**config.mk**
```make
export PLATFORM = sky130hd
export DESIGN_NAME = motion_adaptive_ela_deinterlace_core
export DESIGN_NICKNAME = d
export VERILOG_FILES = /design/src/hdl/mela_pkg.sv /design/src/hdl/mela_lane.sv /design/src/hdl/mela_merge.sv /design/src/hdl/motion_adaptive_ela_deinterlace_core.sv
export VERILOG_INCLUDE_DIRS = /design/src /design/src/hdl
export SDC_FILE = /design/constraint.sdc
export NUM_CORES = 1
export LEC_CHECK = 0
export ABC_AREA = 1
export BUFFER_PORTS_ARGS = -buffer_cell sky130_fd_sc_hd__buf_4
export CELL_PAD_IN_SITES_DETAIL_PLACEMENT = 0
export CELL_PAD_IN_SITES_GLOBAL_PLACEMENT = 1
export CORE_AREA = 8 8 245 247
export CTS_BUF_LIST = sky130_fd_sc_hd__clkbuf_4 sky130_fd_sc_hd__clkbuf_8
export CTS_CLUSTER_DIAMETER = 150
export DETAILED_ROUTE_END_ITERATION = 8
export DIE_AREA = 0 0 253 255
export GPL_TIMING_DRIVEN = 0
export PLACE_DENSITY_LB_ADDON = 0.1
export SKIP_CTS_REPAIR_TIMING = 1
export SYNTH_ARGS = -nofsm -noshare
export SYNTH_HDL_FRONTEND = slang
export SYNTH_SLANG_ARGS = --single-unit
```
**constraint.sdc**
```tcl
create_clock -name clk -period 4.6 [get_ports clk]
set_input_delay 0.92 -clock clk [delete_from_list [all_inputs] [get_ports clk]]
set_output_delay 0.92 -clock clk [all_outputs]
set_load 0.01 [all_outputs]
```
**src/hdl/assert_macros.svh**
```systemverilog
// Assertion macros shared by the deinterlacer RTL.
// No dependencies; taken in by `include where assertions are written.
`ifndef ASSERT_MACROS_SVH
`define ASSERT_MACROS_SVH
`ifndef NO_ASSERTIONS
// check on every rising clock edge, suspended while reset is asserted
`define MELA_ASSERT(label, clk, rst_n, prop) \
	label: assert property (@(posedge clk) disable iff (!rst_n) prop) \
		else $error("mela assertion failed");
// check on every rising clock edge, reset included
`define MELA_ASSERT_ALWAYS(label, clk, prop) \
	label: assert property (@(posedge clk) prop) \
		else $error("mela assertion failed");
`else
`define MELA_ASSERT(label, clk, rst_n, prop)
`define MELA_ASSERT_ALWAYS(label, clk, prop)
`endif
`endif

```
**src/hdl/mela_pkg.sv**
```systemverilog
// Types, register map and byte helpers of the motion adaptive ELA deinterlacer.
// No dependencies; used by mela_lane, mela_merge and the top level.
`default_nettype none
package mela_pkg;

	localparam int unsigned APB_AW = 3;

	// register map, decoded on word address bit only
	localparam logic [0:0] REG_MOTION_THR = 1'b0;
	localparam logic [0:0] REG_VPASS_THR  = 1'b1;

	localparam logic [7:0] MOTION_THR_RST = 8'd15;
	localparam logic [7:0] VPASS_THR_RST  = 8'd15;

	localparam int unsigned NUM_LANES = 4;

	typedef struct packed {
		logic [31:0] row_above;
		logic [31:0] row_below;
		logic [15:0] above_left;
		logic [15:0] above_right;
		logic [15:0] below_left;
		logic [15:0] below_right;
		logic [31:0] prev_opposite;
		logic [31:0] next_opposite;
		logic [31:0] prev_same_above;
		logic [31:0] prev_same_below;
		logic        edge_column;
	} pix_t;

	typedef struct packed {
		logic [31:0] copied_line;
		logic [31:0] new_line;
	} res_t;

	// one byte lane's neighbourhood
	typedef struct packed {
		logic [7:0] va;
		logic [7:0] vb;
		logic [7:0] vc;
		logic [7:0] vd;
		logic [7:0] ve;
		logic [7:0] vf;
		logic [7:0] prv;
		logic [7:0] nxt;
		logic [7:0] psa;
		logic [7:0] psb;
	} lane_in_t;

	// what one lane found
	typedef struct packed {
		logic [7:0] bob;
		logic [7:0] weave;
		logic       tm;
		logic       cm;
		logic       bm;
	} lane_out_t;

	function automatic logic [7:0] avg8(input logic [7:0] x, input logic [7:0] y);
		logic [8:0] s;
		s = {1'b0, x} + {1'b0, y} + 9'd1;
		return s[8:1];
	endfunction

	function automatic logic [7:0] adiff8(input logic [7:0] x, input logic [7:0] y);
		return (x > y) ? (x - y) : (y - x);
	endfunction

endpackage
`default_nettype wire

```
**src/hdl/mela_lane.sv**
```systemverilog
// One byte lane: edge-based line average, weave average and motion flags.
// Depends on mela_pkg.
`default_nettype none
module mela_lane (
	input  wire mela_pkg::lane_in_t  din,
	input  wire                      chroma,
	input  wire                      edge_column,
	input  wire logic [7:0]          motion_thr,
	input  wire logic [7:0]          vpass_thr,
	output mela_pkg::lane_out_t      dout
);

	logic [7:0] avg_be, diff_be, sc_cd, sc_af, best, diag;
	logic       use_af, vert;

	always_comb begin
		avg_be  = mela_pkg::avg8(din.vb, din.ve);
		diff_be = mela_pkg::adiff8(din.vb, din.ve);
		sc_cd   = mela_pkg::avg8(mela_pkg::adiff8(din.vb, din.vd),
			mela_pkg::adiff8(din.vc, din.ve));
		sc_af   = mela_pkg::avg8(mela_pkg::adiff8(din.va, din.ve),
			mela_pkg::adiff8(din.vb, din.vf));
		use_af  = (sc_af <= sc_cd);
		best    = use_af ? mela_pkg::adiff8(din.va, din.vf) : mela_pkg::adiff8(din.vc, din.vd);
		diag    = use_af ? mela_pkg::avg8(din.va, din.vf) : mela_pkg::avg8(din.vc, din.vd);
		vert    = chroma || edge_column || (diff_be <= best) || (diff_be <= vpass_thr);

		dout.bob   = vert ? avg_be : diag;
		dout.weave = mela_pkg::avg8(din.prv, din.nxt);
		// motion only counts on luma lanes
		dout.tm = !chroma && (mela_pkg::adiff8(din.vb, din.psa) > motion_thr);
		dout.cm = !chroma && (mela_pkg::adiff8(din.prv, din.nxt) > motion_thr);
		dout.bm = !chroma && (mela_pkg::adiff8(din.ve, din.psb) > motion_thr);
	end

endmodule
`default_nettype wire

```
**src/hdl/mela_merge.sv**
```systemverilog
// Merging stage: combines lane motion flags and picks bob or weave per byte.
// Depends on mela_pkg.
`default_nettype none
module mela_merge (
	input  wire mela_pkg::lane_out_t [mela_pkg::NUM_LANES-1:0] lanes,
	input  wire                                                edge_column,
	input  wire logic [31:0]                                   row_above,
	output mela_pkg::res_t                                     res
);

	logic tm, cm, bm, moving;

	always_comb begin
		tm = 1'b0;
		cm = 1'b0;
		bm = 1'b0;
		for (int i = 0; i < mela_pkg::NUM_LANES; i++) begin
			tm = tm | lanes[i].tm;
			cm = cm | lanes[i].cm;
			bm = bm | lanes[i].bm;
		end
		moving = cm || (tm && bm);

		res.copied_line = row_above;
		for (int i = 0; i < mela_pkg::NUM_LANES; i++) begin
			// odd lanes carry chroma and are always bobbed
			res.new_line[8*i +: 8] = ((i % 2) == 1 || moving || edge_column) ?
				lanes[i].bob : lanes[i].weave;
		end
	end

endmodule
`default_nettype wire

```
**src/hdl/motion_adaptive_ela_deinterlace_core.sv**
```systemverilog
// Top level of the motion adaptive ELA deinterlacer: APB registers, four byte
// lanes, lane register stage, merge and output register. Depends on mela_pkg,
// mela_lane, mela_merge and assert_macros.svh.
//
//  channel | direction | handshake           | word
//  --------+-----------+---------------------+------------------------------
//  pix     | in        | pix_valid/pix_stall | YUYV group plus neighbours
//  res     | out       | res_valid/res_stall | copied and interpolated group
//  apb     | in        | psel/penable/pready | threshold registers
//
// One word per clock while res_stall allows; each word passes the lane register, then the output reg.
// Throughput is set by the four lanes working in parallel on the byte lanes.
// A bubble in either stage is filled even while the output is stalled, so
// pix_stall rises only when both stages hold words and res_stall is high.
// Reset clears the valid flags and loads both thresholds with 15.
`default_nettype none
`include "assert_macros.svh"
module motion_adaptive_ela_deinterlace_core (
	input  wire                              clk,
	input  wire                              arst_n,
	// input words
	input  wire                              pix_valid,
	output logic                             pix_stall,
	input  wire mela_pkg::pix_t              pix,
	// result words
	output logic                             res_valid,
	input  wire                              res_stall,
	output mela_pkg::res_t                   res,
	// configuration
	input  wire                              psel,
	input  wire                              penable,
	input  wire                              pwrite,
	input  wire logic [mela_pkg::APB_AW-1:0] paddr,
	input  wire logic [31:0]                 pwdata,
	output logic [31:0]                      prdata,
	output logic                             pready
);

	// ---------------- configuration registers ----------------
	logic [7:0] motion_thr_q, vpass_thr_q;
	logic       cfg_wr;

	assign pready = 1'b1;
	assign cfg_wr = psel && penable && pwrite && pready;

	always_ff @(posedge clk or negedge arst_n) begin
		if (!arst_n) begin
			motion_thr_q <= mela_pkg::MOTION_THR_RST;
			vpass_thr_q  <= mela_pkg::VPASS_THR_RST;
		end else if (cfg_wr) begin
			unique case (paddr[2:2])
				mela_pkg::REG_MOTION_THR: motion_thr_q <= pwdata[7:0];
				mela_pkg::REG_VPASS_THR:  vpass_thr_q  <= pwdata[7:0];
				default: ;
			endcase
		end
	end

	always_comb begin
		unique case (paddr[2:2])
			mela_pkg::REG_MOTION_THR: prdata = {24'd0, motion_thr_q};
			mela_pkg::REG_VPASS_THR:  prdata = {24'd0, vpass_thr_q};
			default:                  prdata = 32'd0;
		endcase
	end

	// ---------------- flow control ----------------
	logic vld_s1, adv_out, adv_s1, pix_acc;

	assign adv_out   = !res_valid || !res_stall;
	assign adv_s1    = !vld_s1 || adv_out;
	assign pix_stall = !adv_s1;
	assign pix_acc   = pix_valid && adv_s1;

	// ---------------- neighbourhood build ----------------
	// shifted groups line up like components: a/c two bytes left/right on the
	// upper line, d/f likewise on the lower line
	logic [31:0] grp_a, grp_c, grp_d, grp_f;

	assign grp_a = {pix.row_above[15:0], pix.above_left};
	assign grp_c = {pix.above_right, pix.row_above[31:16]};
	assign grp_d = {pix.row_below[15:0], pix.below_left};
	assign grp_f = {pix.below_right, pix.row_below[31:16]};

	mela_pkg::lane_in_t  lane_in  [mela_pkg::NUM_LANES];
	mela_pkg::lane_out_t [mela_pkg::NUM_LANES-1:0] lane_out;

	for (genvar g = 0; g < mela_pkg::NUM_LANES; g++) begin : g_lane
		assign lane_in[g].va  = grp_a[8*g +: 8];
		assign lane_in[g].vb  = pix.row_above[8*g +: 8];
		assign lane_in[g].vc  = grp_c[8*g +: 8];
		assign lane_in[g].vd  = grp_d[8*g +: 8];
		assign lane_in[g].ve  = pix.row_below[8*g +: 8];
		assign lane_in[g].vf  = grp_f[8*g +: 8];
		assign lane_in[g].prv = pix.prev_opposite[8*g +: 8];
		assign lane_in[g].nxt = pix.next_opposite[8*g +: 8];
		assign lane_in[g].psa = pix.prev_same_above[8*g +: 8];
		assign lane_in[g].psb = pix.prev_same_below[8*g +: 8];

		mela_lane u_lane (
			.din         (lane_in[g]),
			.chroma      ((g % 2) == 1),
			.edge_column (pix.edge_column),
			.motion_thr  (motion_thr_q),
			.vpass_thr   (vpass_thr_q),
			.dout        (lane_out[g])
		);
	end

	// ---------------- lane register stage ----------------
	mela_pkg::lane_out_t [mela_pkg::NUM_LANES-1:0] lanes_s1;
	logic        edge_s1;
	logic [31:0] row_s1;

	always_ff @(posedge clk or negedge arst_n) begin
		if (!arst_n) begin
			vld_s1 <= 1'b0;
		end else if (adv_s1) begin
			vld_s1 <= pix_valid;
		end
	end

	always_ff @(posedge clk) begin
		if (pix_acc) begin
			lanes_s1 <= lane_out;
			edge_s1  <= pix.edge_column;
			row_s1   <= pix.row_above;
		end
	end

	// ---------------- merge and output register ----------------
	mela_pkg::res_t merged;

	mela_merge u_merge (
		.lanes       (lanes_s1),
		.edge_column (edge_s1),
		.row_above   (row_s1),
		.res         (merged)
	);

	always_ff @(posedge clk or negedge arst_n) begin
		if (!arst_n) begin
			res_valid <= 1'b0;
		end else if (adv_out) begin
			res_valid <= vld_s1;
		end
	end

	always_ff @(posedge clk) begin
		if (adv_out && vld_s1) begin
			res <= merged;
		end
	end

	// ---------------- assertions ----------------
	`MELA_ASSERT(a_stall_only_full, clk, arst_n, pix_stall |-> (vld_s1 && res_valid && res_stall))
	`MELA_ASSERT(a_acc_reaches_s1, clk, arst_n, pix_acc |=> vld_s1)
	`MELA_ASSERT(a_copy_path, clk, arst_n, (vld_s1 && adv_out) |=> (res_valid && res.copied_line == $past(row_s1)))
	`MELA_ASSERT_ALWAYS(a_pready_high, clk, pready)

endmodule
`default_nettype wire
```
==> results of run 1 <==
-- cells by family after synthesis --
family | after synthesis | synth area share, %
and+or+nand+nor | 1063 | 18.5
other | 2 | 0.0307
adders and majority gates | 520 | 28.1
xor gates and xnor gates | 177 | 6.37
muxes | 28 | 1.26
buffers and inverters | 608 | 10.0
DFF | 169 | 20.4
AOI/OAI and AO/OA | 669 | 15.2
-- flip-flops by register name, summed over array words and instances, names as in the netlist --
signal,flops
motion_thr_q,8
vld_s1,1
vpass_thr_q,8
res_valid,1
lanes_s1,54
edge_s1,1
row_s1,32
res,64
-- where the power goes --
group	switching [mW]	internal, mW	leakage (nW)
combinational	6.22	4.51	13.6
clock	0.643	0.457	0.203
sequential	0.101	2.07	1.66
total	6.96	7.03	15.4
-- cell usage after synthesis, drive strengths merged, types with 2 or more instances --
master / number
or2: 17
o21bai: 19
nand2: 704
xor2: 140
dfrtp: 10
a21o: 25
nor2b: 2
o31ai: 3
a21boi: 2
clkbuf: 13
inv: 527
fa: 50
ha: 470
o211ai: 20
a211oi: 4
buf: 68
nand3: 118
a221oi: 3
o22ai: 5
nor3: 31
conb: 2
nor4: 3
xnor2: 37
o21a: 3
o221ai: 31
mux2i: 5
dfstp: 8
a21oi: 312
o211a: 2
o21ai: 229
nand3b: 7
and3: 2
mux2: 23
a31oi: 6
nand4: 35
nor2: 144
edfxtp: 151
-- cells in the final DEF, fill, tap and decap left out, types with 26 or more instances in the layout --
cell,instances
a21oi_1,289
buf_2,38
buf_4,375
edfxtp_1,151
fa_1,44
ha_1,421
ha_4,45
inv_1,469
inv_2,33
nand2_1,613
nand2_2,75
nand3_1,102
nand4_1,31
nor2_1,119
nor3_1,26
o21ai_0,189
o221ai_1,30
xnor2_1,32
xor2_1,139
-- metal layers --
metal | up-vias | track usage (%) | part of all wire [%]
met5 | - | 0 | 0.021
met4 | 2 | 12.0 | 4.3
met3 | 153 | 3.32 | 5.2
met2 | 716 | 45.5 | 47
met1 | 11200 | 35.0 | 43
li1 | 11500 | - | -
-- path summary, 6_finish.rpt --
check / from / endpoint / slack, ps / depth (start not counted)
worst max-delay path: pix[241] / lanes_s1[13] / -1800 / 44
worst min-delay path: arst_n / vld_s1 / 250 / 1
worst max register to register: vpass_thr_q[3] / lanes_s1[13] / 2310 / 10
worst min register to register: lanes_s1[33] / res[11] / 420 / 0
max in group asynchronous: arst_n / vpass_thr_q[0] / 4080 / 1
min in group clk: lanes_s1[33] / res[11] / 420 / 0
-- metrics by stage --
step	hold WS (ps)	cell area, µm²
after floorplan	400	24800
after global routing	201	30800
final	249	30800
after detailed placement	405	27700
after CTS	184	28100
after global placement	401	27600
-- worst max-delay path, delay by kind of cell --
kind / cells / cell delay (ps)
compound gates: 11 / 1590
xor+xnor: 2 / 440
fa+ha+maj: 5 / 1240
buf+inv: 11 / 1160
simple gates: 15 / 1220
-- cell type report --
cell class                      instances  area [µm²]
Fill cell                            5442       25200
Multi-Input combinational cell       2482       18500
Sequential cell                       169        4990
Timing Repair Buffer                  390        3340
Inverter                              527        2070
Tap cell                              756         946
Buffer                                 80         532
Clock buffer                           17         234
Clock inverter                         15         171
Antenna cell                            1        2.50
==> reports/metrics.cfg, run 1 <==
[outcome]
outcome=complete, but fails checks
violations=setup timing

[clock_network]
clk_latency_ps=520
clockBufferDepth=2
clock_sinks=169
htree_levels=4
cts_root_buf=clkbuf_8
clk_pin_slew_worst_paths_ps=100
numCtsBuffers=17
cts_tree=built

[logic_synthesis]
synth.avg_cell_area_um2=7.56
synth_warnings=0
synth_flop_cell=edfxtp_1
syn_area_um2=24500
yosys.area.top_type_share_pct=24.0
synth_edf_count=151
async_flop_share_pct=10.7
synth_cells=3236
synth_area_leaders=ha_1 (24%), edfxtp_1 (19%), nand2_1 (10%)
ys_seq_elements=169
ys_seq_area_share_pct=20.4
post_synth_num_cell_types=58
yosysTopAreaCell=ha_1

[detailed_routing]
drt_first_pass_iters=6
vias=23600
drc=0
viasPerCell=5.33
routed_wl_um=91500
drtIter0Drc=1630
post_drt_wl_per_cell_um=20.6
antenna_left=0

[layout]
syn_to_final_growth_pct=25.7
drive_above_1_share_pct=23.2
nets=4486
final_cell_count_no_fill=4437
utilization_pct=55.0

[place]
dp_hpwl_um=72400
dp_slack_ps=-3600
dpl.cell_count=4268
numPortBuffers=250
place_congestion=0.966

[setup_path]
required_ps=4840
crit_path_end_kind=flip-flop
cpMostUsedCell=nand2_2
critPathLaunchType=input pin
critical_path_class=input pin to flip-flop
arrival_ps=6640
critical-path-slowest-cell=fa_2
slowest_delay_ps=360
cp_max_fo=5

[floorplan]
die_w_um=253
rows=87
die_h_um=255
core_area_um2=56000
dieArea_um2=64500
num_io_pins=398
start_util_pct=43.7

[power_and_ir_drop]
power.density_nw_per_um2=455
ir_drop_v=0.000619
p_leak_nw=15.4
finalPower_mw=14.0

[sta]
period_share_pct=139
max_freq_mhz=156
min_period_ps=6400
finalSetupViolCount=16
setup_tns_ps=-27040
slew_violations=0
rsz0062_at_grt=true
fin_worst_skew_ps=14.9
relSlewSlack_pct=50.7
setup_slack_ps=-1800
worst_pin_slew_ps=738
hold_violations=0

[global_routing]
grt_pass1_wl_um=134000
grt_util_all_layers_pct=27.1
antenna_found_initial=3
grt_max_degree=51
grt_overflow=0
grt_pass1_vias=22700

[job]
maxCapViolCount=0

[hold_path]
worstHoldPathType=input pin to asynchronous set/reset pin

(Power assumes the default switching activity.)
==> run 2: changes to the inputs <==
Settings changed: ABC_AREA 1 to default, CORE_AREA 8 8 245 247 to 8 8 231 233, DIE_AREA 0 0 253 255 to 0 0 239 241.
==> run 2 against run 1 <==
Against the previous run:
- the run still ends with setup timing left
- sequential power decreased by 4%
- design area is 12% lower
- hold slack better by 45 ps
- utilization down 0.42 points
- die area fell by 11%
- highest routed layer is now met4
==> reports/metrics.cfg, run 2 <==
[logic_synthesis]
yosysTopAreaCell=ha_1
synth_most_common_cell=ha_1
ys_seq_area_share_pct=22.2  ; +1.8 points
syn_area_um2=22500  ; -8.0%
synth_cells=2334  ; -28%
synth_flop_cell=edfxtp_1
synth.avg_cell_area_um2=9.64  ; +28%
synth_warnings=0  ; unchanged
ys_seq_elements=169  ; unchanged
post_synth_num_cell_types=75  ; +29%
yosys.area.top_type_share_pct=26.1  ; +2.1 points
synth_area_leaders=ha_1 (26%), edfxtp_1 (20%), xnor2_1 (5.3%)
async_flop_share_pct=10.7  ; unchanged
synth_edf_count=151  ; unchanged
synthTopCellsByCount=ha_1 (470), inv_1 (260), a21oi_1 (207)

[setup_path]
critical_path_class=input pin to flip-flop
crit_path_end_kind=flip-flop
required_ps=4840  ; about the same
critPathLaunchType=input pin
slowest_delay_ps=340  ; -20 ps
cp_max_fo=8  ; +3
cpMostUsedCell=o21a_1
critical-path-slowest-cell=mux2_2
cp-startpoint=pix[199]
arrival_ps=8230  ; +1590 ps
r2r-start=vpass_thr_q[1]

[place]
place_area_um2=25500  ; -8.0%
numPortBuffers=249  ; -0.40%
dp_hpwl_um=61000  ; -16%
dpl.cell_count=3281  ; -23%
dp_slack_ps=-5140  ; -1540 ps
place_congestion=0.928  ; -3.9%

[layout]
nets=3525  ; -21%
multi_input_area_um2=16800  ; -9.1%
utilization_pct=54.6  ; -0.42 points
n_fill_cell=4636  ; -15%
drive_above_1_share_pct=22.3  ; -0.91 points
antenna_cells=0  ; -1
final_common_cell=ha_1
register_area_um2=4990  ; unchanged
largest_register_ff_count=64  ; unchanged
largest-register=res
final_cell_mix=ha_1 (458), buf_4 (340), inv_1 (246)
syn_to_final_growth_pct=20.4
stdcell_area_um2=27100  ; -12%
reg.largest.list=res x64, lanes_s1 x54, row_s1 x32
final_cell_count_no_fill=3391  ; -24%

[sta]
period_share_pct=174  ; +35 points
max_freq_mhz=125  ; -20%
rsz0062_at_grt=true
min_period_ps=7990  ; +1600 ps
relSlewSlack_pct=45.8  ; -4.8 points
worst_pin_slew_ps=811  ; +73.4 ps
setup_slack_ps=-3390  ; -1600 ps
finalSetupViolCount=16  ; unchanged
fin_worst_skew_ps=20.4  ; +5.56 ps
setup_tns_ps=-53390  ; -26340 ps
hold_violations=0  ; unchanged
hold_ws_ps=293  ; +44.6 ps
slew_violations=0  ; unchanged

[outcome]
outcome=complete, but fails checks
violations=setup timing

[floorplan]
rows=82  ; -5.7%
num_io_pins=398  ; unchanged
die_h_um=241  ; -5.5%
die_w_um=239  ; -5.5%
dieArea_um2=57600  ; -11%
start_util_pct=45.3  ; +1.6 points
core_area_um2=49700  ; -11%

[detailed_routing]
routed_wl_um=76600  ; -16%
drt_first_pass_iters=5  ; -1
viasPerCell=5.47  ; +2.8%
post_drt_wl_per_cell_um=22.6  ; +9.5%
vias=18600  ; -21%
drc=0  ; unchanged
drtIter0Drc=1228  ; -25%
antenna_left=0  ; unchanged

[clock_network]
cts_root_buf=clkbuf_8
clockBufferDepth=2  ; unchanged
clk_latency_ps=490  ; -30 ps
numCtsBuffers=17  ; unchanged
clock_sinks=169  ; unchanged
cts_tree=built
clk_pin_slew_worst_paths_ps=110  ; about the same
htree_levels=4  ; unchanged

[global_routing]
grt_pass1_vias=18500  ; -19%
grt_overflow=0  ; unchanged
grt_max_degree=63  ; +24%
grt_util_all_layers_pct=25.5  ; -1.6 points
antenna_found_initial=0  ; -3
grt_pass1_wl_um=111000  ; -17%

[power_and_ir_drop]
ir_drop_v=0.000448  ; -28%
finalPower_mw=11.4  ; -19%
power.density_nw_per_um2=420  ; -7.7%
p_leak_nw=12.8  ; -17%

[hold_path]
worstHoldPathType=input pin to asynchronous set/reset pin

[job]
maxCapViolCount=0  ; unchanged

## run 2: changes by cell type after synthesis, moves of 86 or more
cell / before / now
o21ai_0: 216 / 73
xnor2_1: 37 / 136
a21oi_1: 312 / 207
nand2_1: 664 / 61
mux2i_1: 5 / 109
inv_1: 514 / 260
xor2_1: 139 / 50
nand3_1: 115 / 29
## run 2: worst max-delay path, delay by kind of cell
kind	cells	cell delay, ps
AO/OA/AOI/OAI	18	3180
XOR/XNOR	2	440
adder cells (fa/ha/maj)	4	980
buffers and inverters	9	1430
multiplexers	2	640
AND/OR/NAND/NOR	5	570
## run 2: final timing paths
kind | endpoint | slack (ps) | cells past startpoint
setup / recovery | lanes_s1[11] | -3390 | 40
max in group asynchronous | motion_thr_q[3] | 4030 | 1
hold reg to reg | res[25] | 420 | 0
hold / removal | res_valid | 290 | 1
min in group clk | res[25] | 420 | 0
setup reg to reg | lanes_s1[11] | 1780 | 12
## run 2: cells by family (layout without fill, tap and decap cells)
group           after synthesis  count (layout)  share of synthesized area, %
fa+ha+maj                   524             524                          30.8
flops                       169             169                          22.2
compound gates              593             593                          17.1
buf+inv                     328             690                          6.01
mux                         191             191                          8.95
xor+xnor                    187             187                          7.31
simple gates                340             340                          7.58
other cells                   2              25                        0.0334
## run 2: layout make-up
| type | count | share of cell area, % |
|---|---|---|
| buffer | 68 | 1.57 |
| timing repair buffer | 330 | 9.65 |
| clock inverter | 15 | 0.647 |
| sequential | 169 | 18.4 |
| clock buffer | 17 | 0.864 |
| tap | 672 | 3.10 |
| multi-input combinational | 1860 | 61.9 |
| inverter | 260 | 3.79 |
## run 2: metal layers
layer  GRT usage (%)  wire, µm
met5               0         0
met4            8.27      2350
met3            2.66      3470
met2            44.4     37400
met1            33.0     33300
## run 2: power breakdown
group | internal [mW] | switching [mW] | total [mW]
clock | 0.458 | 0.625 | 1.08
combinational | 3.84 | 4.37 | 8.21
sequential | 1.99 | 0.0953 | 2.09
